### src/rtl/core/x86_16bit_execute_unit_assert.svh
// ============================================================================
// x86 execute unit assertion macros
// Concurrent assertion shorthands used by the execute unit top level. Define
// ASSERT_OFF to compile them away.
// ============================================================================
`ifndef X86_16BIT_EXECUTE_UNIT_ASSERT_SVH
`define X86_16BIT_EXECUTE_UNIT_ASSERT_SVH

`ifndef ASSERT_OFF

// Same-cycle implication, checked at every rising clock edge outside reset.
`define X86E_ASSERT_IMPLY(lbl, clk, rst, ante, cons) \
   lbl: assert property (@(posedge clk) disable iff (rst) (ante) |-> (cons)) \
      else $error("same-cycle implication failed");

// Next-cycle implication, checked at every rising clock edge outside reset.
`define X86E_ASSERT_NEXT(lbl, clk, rst, ante, cons) \
   lbl: assert property (@(posedge clk) disable iff (rst) (ante) |=> (cons)) \
      else $error("next-cycle implication failed");

`else

`define X86E_ASSERT_IMPLY(lbl, clk, rst, ante, cons)
`define X86E_ASSERT_NEXT(lbl, clk, rst, ante, cons)

`endif

`endif

### src/rtl/core/x86e_pkg.sv
// ============================================================================
// x86 execute unit package
// Shared constants, operation codes, clock-estimate tables and the structs
// that travel between the execute unit's modules.
// ============================================================================
package x86e_pkg;

   // Data memory geometry. The memory is split into an even and an odd byte
   // bank so that a word at any address touches each bank once.
   localparam int unsigned MEM_BYTES = 65536;
   localparam int unsigned ADDR_W    = $clog2(MEM_BYTES);
   localparam int unsigned ROWS      = MEM_BYTES / 2;
   localparam int unsigned ROW_W     = ADDR_W - 1;
   localparam int unsigned NUM_REGS  = 8;

   // Operation codes.
   localparam logic [2:0] OP_MOV  = 3'd0;
   localparam logic [2:0] OP_ADD  = 3'd1;
   localparam logic [2:0] OP_SUB  = 3'd2;
   localparam logic [2:0] OP_CMP  = 3'd3;
   localparam logic [2:0] OP_JNE  = 3'd4;
   localparam logic [2:0] OP_LOOP = 3'd5;

   // Source operand kinds.
   localparam logic [1:0] SRC_REG = 2'd0;
   localparam logic [1:0] SRC_IMM = 2'd1;
   localparam logic [1:0] SRC_MEM = 2'd2;
   localparam logic [1:0] SRC_ALT = 2'd3;

   // Destination operand kinds.
   localparam logic DST_REG = 1'b0;
   localparam logic DST_MEM = 1'b1;

   // Address term codes.
   localparam logic [1:0] EA_NONE = 2'd0;
   localparam logic [1:0] EA_BX   = 2'd1;
   localparam logic [1:0] EA_BP   = 2'd2;
   localparam logic [1:0] EA_SI   = 2'd1;
   localparam logic [1:0] EA_DI   = 2'd2;

   // Word register codes.
   localparam logic [2:0] REG_AX = 3'd0;
   localparam logic [2:0] REG_CX = 3'd1;
   localparam logic [2:0] REG_DX = 3'd2;
   localparam logic [2:0] REG_BX = 3'd3;
   localparam logic [2:0] REG_BP = 3'd5;
   localparam logic [2:0] REG_SI = 3'd6;
   localparam logic [2:0] REG_DI = 3'd7;

   // Effective-address clock costs.
   localparam logic [4:0] CLK_EA_NEAR      = 5'd7;
   localparam logic [4:0] CLK_EA_NEAR_DISP = 5'd11;
   localparam logic [4:0] CLK_EA_FAR       = 5'd8;
   localparam logic [4:0] CLK_EA_FAR_DISP  = 5'd12;
   localparam logic [4:0] CLK_EA_ONE       = 5'd5;
   localparam logic [4:0] CLK_EA_ONE_DISP  = 5'd9;
   localparam logic [4:0] CLK_EA_DIRECT    = 5'd6;

   // Base clock costs.
   localparam logic [4:0] CLK_MOV_RR    = 5'd2;
   localparam logic [4:0] CLK_MOV_RI    = 5'd4;
   localparam logic [4:0] CLK_MOV_MI    = 5'd10;
   localparam logic [4:0] CLK_MOV_MR    = 5'd9;
   localparam logic [4:0] CLK_MOV_MR_AX = 5'd10;
   localparam logic [4:0] CLK_MOV_RM    = 5'd8;
   localparam logic [4:0] CLK_MOV_RM_AX = 5'd10;
   localparam logic [4:0] CLK_ADD_RR    = 5'd3;
   localparam logic [4:0] CLK_ADD_RI    = 5'd4;
   localparam logic [4:0] CLK_ADD_RM    = 5'd9;
   localparam logic [4:0] CLK_ADD_MR    = 5'd16;
   localparam logic [4:0] CLK_ADD_MI    = 5'd17;
   localparam logic [4:0] CLK_NONE      = 5'd0;

   // Instruction held between the accept cycle and the execute cycle.
   typedef struct packed {
      logic [2:0]        op;
      logic              dst_mem;
      logic [1:0]        src_kind;
      logic              wide;
      logic [2:0]        dst_reg;
      logic [2:0]        src_reg;
      logic [15:0]       imm;
      logic [ADDR_W-1:0] addr;
      logic [2:0]        len;
      logic [4:0]        clocks;
   } ex_stage_type;

   // Registers that feed the address adder.
   typedef struct packed {
      logic [15:0] bx;
      logic [15:0] bp;
      logic [15:0] si;
      logic [15:0] di;
   } addr_regs_type;

   typedef struct packed {
      logic              en;
      logic [ADDR_W-1:0] addr;
   } mem_rd_type;

   typedef struct packed {
      logic              en;
      logic              wide;
      logic [ADDR_W-1:0] addr;
      logic [15:0]       data;
   } mem_wr_type;

   typedef struct packed {
      logic [15:0] next_ip;
      logic [4:0]  clocks;
      logic        zero;
      logic        sign;
      logic [15:0] result;
   } rsp_payload_type;

   // Effective-address cost from the address terms present.
   function automatic logic [4:0] ea_clocks(input logic [1:0] base,
                                            input logic [1:0] index,
                                            input logic       has_disp);
      logic       has_base;
      logic       has_index;
      logic [4:0] cost;
      has_base  = (base == EA_BX) || (base == EA_BP);
      has_index = (index == EA_SI) || (index == EA_DI);
      if (has_base && has_index) begin
         // bx+si and bp+di share a code value and are the faster pairs.
         if (base == index) begin
            cost = has_disp ? CLK_EA_NEAR_DISP : CLK_EA_NEAR;
         end else begin
            cost = has_disp ? CLK_EA_FAR_DISP : CLK_EA_FAR;
         end
      end else if (has_base || has_index) begin
         cost = has_disp ? CLK_EA_ONE_DISP : CLK_EA_ONE;
      end else begin
         cost = CLK_EA_DIRECT;
      end
      return cost;
   endfunction

   // Base cost by operation and operand form; src_kind is already normalized.
   function automatic logic [4:0] base_clocks(input logic [2:0] op,
                                              input logic       dst_mem,
                                              input logic [1:0] src_kind,
                                              input logic [2:0] dst_reg,
                                              input logic [2:0] src_reg);
      logic [4:0] cost;
      cost = CLK_NONE;
      if (op == OP_MOV) begin
         if (dst_mem) begin
            if (src_kind == SRC_IMM) begin
               cost = CLK_MOV_MI;
            end else begin
               cost = (src_reg == REG_AX) ? CLK_MOV_MR_AX : CLK_MOV_MR;
            end
         end else if (src_kind == SRC_MEM) begin
            cost = (dst_reg == REG_AX) ? CLK_MOV_RM_AX : CLK_MOV_RM;
         end else begin
            cost = (src_kind == SRC_IMM) ? CLK_MOV_RI : CLK_MOV_RR;
         end
      end else if (op == OP_ADD) begin
         if (dst_mem) begin
            cost = (src_kind == SRC_IMM) ? CLK_ADD_MI : CLK_ADD_MR;
         end else if (src_kind == SRC_MEM) begin
            cost = CLK_ADD_RM;
         end else begin
            cost = (src_kind == SRC_IMM) ? CLK_ADD_RI : CLK_ADD_RR;
         end
      end
      return cost;
   endfunction

endpackage

### src/rtl/core/x86e_exec.sv
// ============================================================================
// x86 execute unit architectural state and ALU
// Holds the general registers, IP and flags, executes one instruction per
// fire with the memory operand already read, and forms the memory write.
// ============================================================================
module x86e_exec (
   input  logic                      clock,
   input  logic                      reset,
   input  logic                      fire,
   input  x86e_pkg::ex_stage_type    ex,
   input  logic [15:0]               mem_rd_data,
   output x86e_pkg::addr_regs_type   addr_regs,
   output x86e_pkg::mem_wr_type      mem_wr,
   output x86e_pkg::rsp_payload_type rsp
);

   logic [15:0] regs_ff [x86e_pkg::NUM_REGS];
   logic [15:0] regs_in [x86e_pkg::NUM_REGS];
   logic [15:0] ip_ff, ip_in;
   logic        zero_ff, zero_in;
   logic        sign_ff, sign_in;

   logic        is_alu, writes_back, sets_flags, taken;
   logic [15:0] ip_adv, ip_next, cx_dec;
   logic [15:0] dst_word, src_word, mem_val;
   logic [7:0]  dst_byte, src_byte;
   logic [15:0] dval, sval, sum, diff, raw, result;
   logic        res_zero, res_sign;

   assign is_alu      = (ex.op[2] == 1'b0);
   assign writes_back = is_alu && (ex.op != x86e_pkg::OP_CMP);
   assign sets_flags  = is_alu && (ex.op != x86e_pkg::OP_MOV);

   // Byte codes four to seven name the high halves of the first four words.
   always_comb begin
      dst_word = regs_ff[ex.dst_reg];
      src_word = regs_ff[ex.src_reg];
      dst_byte = ex.dst_reg[2] ? regs_ff[{1'b0, ex.dst_reg[1:0]}][15:8]
                               : regs_ff[{1'b0, ex.dst_reg[1:0]}][7:0];
      src_byte = ex.src_reg[2] ? regs_ff[{1'b0, ex.src_reg[1:0]}][15:8]
                               : regs_ff[{1'b0, ex.src_reg[1:0]}][7:0];
      mem_val  = ex.wide ? mem_rd_data : {8'h00, mem_rd_data[7:0]};

      if (ex.dst_mem) begin
         dval = mem_val;
      end else begin
         dval = ex.wide ? dst_word : {8'h00, dst_byte};
      end

      unique case (ex.src_kind)
         x86e_pkg::SRC_IMM: sval = ex.wide ? ex.imm : {8'h00, ex.imm[7:0]};
         x86e_pkg::SRC_MEM: sval = mem_val;
         default:           sval = ex.wide ? src_word : {8'h00, src_byte};
      endcase

      sum  = dval + sval;
      diff = dval - sval;
      unique case (ex.op)
         x86e_pkg::OP_MOV: raw = sval;
         x86e_pkg::OP_ADD: raw = sum;
         default:          raw = diff;
      endcase
      result   = ex.wide ? raw : {8'h00, raw[7:0]};
      res_zero = (result == 16'h0000);
      res_sign = ex.wide ? result[15] : result[7];
   end

   // Branches resolve against the IP already advanced past the instruction.
   always_comb begin
      ip_adv  = ip_ff + {13'd0, ex.len};
      cx_dec  = regs_ff[x86e_pkg::REG_CX] - 16'd1;
      taken   = ((ex.op == x86e_pkg::OP_JNE) && !zero_ff) ||
                ((ex.op == x86e_pkg::OP_LOOP) && (cx_dec != 16'h0000));
      ip_next = taken ? (ip_adv + ex.imm) : ip_adv;
   end

   always_comb begin
      regs_in = regs_ff;
      ip_in   = ip_ff;
      zero_in = zero_ff;
      sign_in = sign_ff;
      if (fire) begin
         ip_in = ip_next;
         if (sets_flags) begin
            zero_in = res_zero;
            sign_in = res_sign;
         end
         if (writes_back && (ex.dst_mem == x86e_pkg::DST_REG)) begin
            if (ex.wide) begin
               regs_in[ex.dst_reg] = result;
            end else if (ex.dst_reg[2]) begin
               regs_in[{1'b0, ex.dst_reg[1:0]}][15:8] = result[7:0];
            end else begin
               regs_in[{1'b0, ex.dst_reg[1:0]}][7:0] = result[7:0];
            end
         end
         if (ex.op == x86e_pkg::OP_LOOP) begin
            regs_in[x86e_pkg::REG_CX] = cx_dec;
         end
      end
   end

   always_ff @(posedge clock) begin
      if (reset) begin
         regs_ff <= '{default: 16'h0000};
         ip_ff   <= '0;
         zero_ff <= 1'b0;
         sign_ff <= 1'b0;
      end else begin
         regs_ff <= regs_in;
         ip_ff   <= ip_in;
         zero_ff <= zero_in;
         sign_ff <= sign_in;
      end
   end

   always_comb begin
      addr_regs.bx = regs_ff[x86e_pkg::REG_BX];
      addr_regs.bp = regs_ff[x86e_pkg::REG_BP];
      addr_regs.si = regs_ff[x86e_pkg::REG_SI];
      addr_regs.di = regs_ff[x86e_pkg::REG_DI];

      mem_wr.en   = fire && writes_back && (ex.dst_mem == x86e_pkg::DST_MEM);
      mem_wr.wide = ex.wide;
      mem_wr.addr = ex.addr;
      mem_wr.data = result;

      rsp.next_ip = ip_next;
      rsp.clocks  = ex.clocks;
      rsp.zero    = sets_flags ? res_zero : zero_ff;
      rsp.sign    = sets_flags ? res_sign : sign_ff;
      rsp.result  = is_alu ? result : 16'h0000;
   end

endmodule

### config.mk
export PLATFORM = sky130hd
export DESIGN_NAME = x86e_exec
export DESIGN_NICKNAME = d
export VERILOG_FILES = /design/src/rtl/core/x86_16bit_execute_unit_assert.svh /design/src/rtl/core/x86e_pkg.sv /design/src/rtl/core/x86e_exec.sv
export SDC_FILE = /design/constraint.sdc
export NUM_CORES = 1
export LEC_CHECK = 0
export ABC_CLOCK_PERIOD_IN_PS = 9700
export BUFFER_PORTS_ARGS = -buffer_cell sky130_fd_sc_hd__buf_2
export CAP_MARGIN = 20
export CORE_ASPECT_RATIO = 1.2
export CORE_UTILIZATION = 40
export CTS_BUF_LIST = sky130_fd_sc_hd__clkbuf_4 sky130_fd_sc_hd__clkbuf_8 sky130_fd_sc_hd__clkbuf_16
export CTS_CLUSTER_DIAMETER = 80
export CTS_CLUSTER_SIZE = 14
export DETAILED_ROUTE_END_ITERATION = 8
export PLACE_DENSITY = 0.65
export SLEW_MARGIN = 10
export SYNTH_ARGS = -nofsm -noshare
export SYNTH_HDL_FRONTEND = slang
export SYNTH_SLANG_ARGS = --single-unit
export TNS_END_PERCENT = 30
### constraint.sdc
create_clock -name clock -period 9.7 [get_ports clock]
set_input_delay 1.94 -clock clock [delete_from_list [all_inputs] [get_ports clock]]
set_output_delay 1.94 -clock clock [all_outputs]
set_load 0.01 [all_outputs]
# Word-level counts from Yosys, hierarchy flattened
# Cells that the tools add are included.
classes:
  muxes: 40
  eq_ne: 6
  n_reduce_logical: 18
  addsub: 5
  bitwise: 6
  order_cmp: 6
ops:
  columns: ["operator", "count"]
  rows:
  - ["128-bit bitwise mux", 3]
  - ["16-bit 2-to-1 mux", 19]
  - ["128-bit 2-to-1 mux", 2]
  - ["16-bit binary-select mux with 3-bit select", 4]
  - ["16-bit demux with 3-bit select", 3]
  - ["112-bit 2-to-1 mux", 1]
  - ["16-bit one-hot mux with 2 select lines", 2]
  - ["16-bit adder", 2]
  - ["8-bit 2-to-1 mux", 3]
  - ["16-bit by 3-bit adder with 16-bit output", 1]
  - ["4-bit greater-or-equal comparator, second input constant", 4]
  - ["16-bit logical NOT", 1]
  - ["16-bit nonzero test", 1]
  - ["16-bit by 1-bit subtractor with 16-bit output, second input constant", 1]
  - ["16-bit subtractor", 1]
  - ["1-bit logical AND", 9]
  - ["4-bit by 1-bit < comparator with 1-bit output, second input constant", 2]
  - ["2-bit inverter with 4-bit output", 2]
  - ["3-bit inverter with 4-bit output", 2]
  - ["3-bit equality test, second input constant", 2]
  - ["2-bit AND reduction", 2]
  - ["3-bit by 1-bit equality test with 1-bit output, second input constant", 1]
  - ["3-bit logical NOT", 1]
  - ["1-bit 2-to-1 mux", 3]
  - ["other kinds (8)", 9]
word_totals:
  out_inout_bits: 137
  regBits: 146
  wordCells: 92

# Depth between registers and ports, before layout
depth:
  depth_word: 15
  depth_mapped: 27
  depth_no_buf: 22

# Worst setup path before layout
# No wires, ideal clock.
synth_path:
  kind: "input-to-output"
  from: "input port ex[47] (netlist bit)"
  to: "output port rsp[17] (netlist bit)"
  path_buffers: 3
  slack_ns: 1.121
  t_arrival_ns: 6.639
  required_ns: 7.760
  path_stages: 23
  path_cell_list: "inv_1 -> ha_1 -> clkbuf_1 -> clkbuf_1 -> clkbuf_1 -> o221ai_1 -> a21oi_1 -> nor2_1 -> inv_1 -> ha_1 -> o211ai_1 -> nand2_1 -> xnor2_1 -> ha_1 -> or3_1 -> o221a_2 -> o31a_1 -> o21a_1 -> o221ai_1 -> inv_1 -> or4_1 -> nor3_1 -> o2bb2ai_1"
synth_lines:
  columns: ["item", "line_no", "source"]
  rows:
  - ["from (decl)", "x86e_exec.sv:10", "input x86e_pkg::ex_stage_type ex,"]
  - ["to (decl)", "x86e_exec.sv:14", "output x86e_pkg::rsp_payload_type rsp"]

==> results.json <==
{
  "outcome": "finished, final reports clean",
  "global_route.usage.met2": 0.4472,
  "rows": 69,
  "end_kind": "output pin",
  "synthesis.nets": 1597,
  "cts_resized": 0,
  "post-route-drc-count": 0,
  "tns_ns": 0,
  "gr-total-overflow": 0,
  "cts_made_buffers": 17,
  "path_max_fanout": 15,
  "synth_edf_count": 0,
  "ys_seq_area_frac": 0.2439,
  "grt_use_met3": 0.06219,
  "cts_hold_buf": 0,
  "via_per_inst": 6.161,
  "ys_ff_latch": 146,
  "drive_above_1_share": 0.2122,
  "nNetsFinal": 1628,
  "yosysUniqueCellTypes": 82,
  "fmax_mhz": 107.4,
  "synthToLayoutAreaGrowth_pct": 9.461,
  "cap_violations": 0,
  "wl_per_cell_um": 22.97,
  "place_area_um2": 12510,
  "cts_sinks": 146,
  "ioPinCount": 209,
  "finalInstanceArea_um2": 13120,
  "post-cts-setup-buffer-count": 0,
  "portBuffers": 166,
  "required_ns": 7.76,
  "worstPathArrival_ns": 7.37,
  "core_um2": 29530,
  "synth-async-reset-ratio": 0,
  "cts_max_path_buffers": 2,
  "hp-class": "flop to flop",
  "avgSynthCellArea_um2": 8.079,
  "rsz0062_at_grt": "false",
  "path_clk_slew_ns": 0.06,
  "grt_use_total": 0.2827,
  "drt_iter0_drc": 1287,
  "fin_crit_sh": 0.9599,
  "p_per_area_nw_per_um2": 161.3,
  "synthFlopType": "dfxtp_1",
  "first_pass_iters": 6,
  "num_vias": 11810,
  "diodes": 0,
  "place_congestion": 1.001,
  "multiInputGateArea_um2": 7772,
  "peakVddDrop_mv": 0.1234,
  "netlist_area_um2": 11980,
  "max-slew-margin-rel": 0.3589,
  "grt-busiest-layer": "met2",
  "h-tree-depth": 4,
  "fin_util": 0.4442,
  "setup_viol": 0,
  "fill_cells": 3001,
  "cts_root_buf": "clkbuf_16",
  "wirelength_um": 44040,
  "die_area_um2": 30650,
  "hold_viol_final": 0,
  "leakage_uw": 0.005344,
  "start_kind": "primary input",
  "grt_pass1_wl_um": 65780,
  "ys_warn_count": 0,
  "finClkSkew_ns": 0.01899,
  "antenna_found_initial": 0,
  "worst_pin_slew_ns": 0.9605,
  "cts_tree": "done",
  "grt_pass1_vias": 10900,
  "netlist_instances": 1483,
  "maxSlewViolCount": 0,
  "ant_nets": 0,
  "path_class": "primary input to output pin",
  "initial_core_util": 0.4058,
  "ff_latch_area_um2": 2923,
  "die-width_um": 160.0,
  "use_met1": 0.3540,
  "grt_max_degree": 74,
  "fin_crit_ns": 9.311,
  "clk_latency_ns": 0.46,
  "die_h_um": 191.6,
  "dpl.hpwl_um": 32560
}
-- worst max-delay path, cell delays in order --
cell	delay, ns
buf_2	0.39
mux4_1	0.64
mux2_2	0.30
a21oi_1	0.39
o221ai_2	0.20
nor2_1	0.12
nand2_1	0.07
nor2_1	0.29
a21oi_1	0.14
xor2_1	0.17
ha_1	0.37
o21a_1	0.22
o21ai_0	0.37
nor3_1	0.09
nor2_1	0.14
xnor2_1	0.11
o22a_1	0.21
or4_1	0.52
nor3_1	0.33
o2bb2ai_1	0.18
buf_2	0.16
-- synth_stat cells, types with 11 or more instances --
library cell	instances	area (µm²)
xnor2_1	35	306.5
xor2_1	19	166.4
nor2b_1	11	68.82
a221oi_1	13	113.9
or3_1	13	81.33
dfxtp_1	146	2923
nand2b_1	12	75.07
nor2_1	226	848.3
a21o_1	17	127.6
nor3_1	28	140.1
inv_1	37	138.9
nand3_1	24	120.1
a22oi_1	29	217.7
a211oi_1	71	533.0
a21oi_1	108	540.5
nand2_1	118	442.9
buf_1	11	41.29
mux4_2	38	855.8
o22ai_1	16	100.1
mux2i_1	53	530.5
mux4_1	15	394.1
o21ai_0	55	275.3
buf_4	86	645.6
ha_1	39	488.0
clkbuf_1	100	375.4
-- metal layers --
metal / up-vias / share of wire
met4: 0 / 0.059
met3: 146 / 0.089
li1: 5378 / -
met1: 5643 / 0.40
met2: 644 / 0.45
met5: - / 0
-- flip-flops by register name, indices dropped and copies added (netlist names) --
name and cells:
addr_regs 64, regs_ff 64, ip_ff 16, sign_ff 1
zero_ff 1
-- cells in the final DEF, fill, tap and decap left out, types with 7 or more instances in the layout --
cell type / instances
mux4_2: 38
o22ai_1: 16
inv_1: 37
clkbuf_16: 17
xnor2_1: 35
a21oi_1: 108
nand2b_1: 12
nor2b_1: 11
dfxtp_1: 146
xor2_1: 19
or3_1: 13
nor2_1: 225
ha_1: 39
buf_2: 165
o21a_1: 7
o21ai_0: 53
mux2i_1: 53
a22oi_1: 29
mux2_2: 8
a31oi_1: 9
or2_2: 10
o221ai_1: 10
a221oi_1: 13
a21o_1: 17
buf_4: 50
a211oi_1: 71
mux4_1: 15
nor3_1: 27
nor4_1: 8
nand2_1: 118
nand3_1: 24
-- cells by family (layout without fill, tap and decap cells) --
logic type | count (synthesis) | count (layout) | synth area share
AO/OA/AOI/OAI | 399 | 399 | 0.2248
XOR/XNOR | 54 | 54 | 0.03947
adder cells (fa/ha/maj) | 42 | 42 | 0.04574
buffers and inverters | 241 | 285 | 0.1080
flip-flops | 146 | 146 | 0.2439
multiplexers | 115 | 115 | 0.1574
AND/OR/NAND/NOR | 486 | 486 | 0.1807
-- through the flow --
stage / worst slack [ns] / power (µW) / hold slack, ns / std cells
2_1_floorplan: 1.121 / 1138 / 0.4421 / 1483
3_3_place_gp: 0.6471 / 1429 / 0.4555 / 1881
3_5_place_dp: 0.5104 / 1431 / 0.4565 / 1882
4_1_cts: 0.4947 / 2096 / 0.4651 / 1914
5_1_grt: 0.002273 / 2197 / 0.5095 / 1917
6_report: 0.3885 / 2115 / 0.4647 / 1917
-- final timing paths --
path                                           startpoint                        to  slack (ns)  depth (start not counted)
worst max-delay path                               ex[40]                   rsp[17]        0.39                         21
worst min register to register   regs_ff[62]$_SDFFE_PP0P_  regs_ff[62]$_SDFFE_PP0P_        0.46                          2
worst max register to register  regs_ff[105]$_SDFFE_PP0P_  regs_ff[95]$_SDFFE_PP0P_        4.05                         21
worst min-delay path             regs_ff[62]$_SDFFE_PP0P_  regs_ff[62]$_SDFFE_PP0P_        0.46                          2
-- where the power goes --
part | switching (µW) | leakage [µW] | internal [µW]
clock network | 301 | 0.000281 | 370
registers | 13.8 | 0.00118 | 611
logic | 536 | 0.00388 | 282
-- cell type report --
class / count / area share
Clock buffer: 19 / 0.03454
Clock inverter: 13 / 0.009540
Inverter: 37 / 0.01059
Multi-Input combinational cell: 1096 / 0.5926
Sequential cell: 146 / 0.2229
Tap cell: 390 / 0.03721
Timing Repair Buffer: 216 / 0.09264
(Power assumes the default switching activity.)
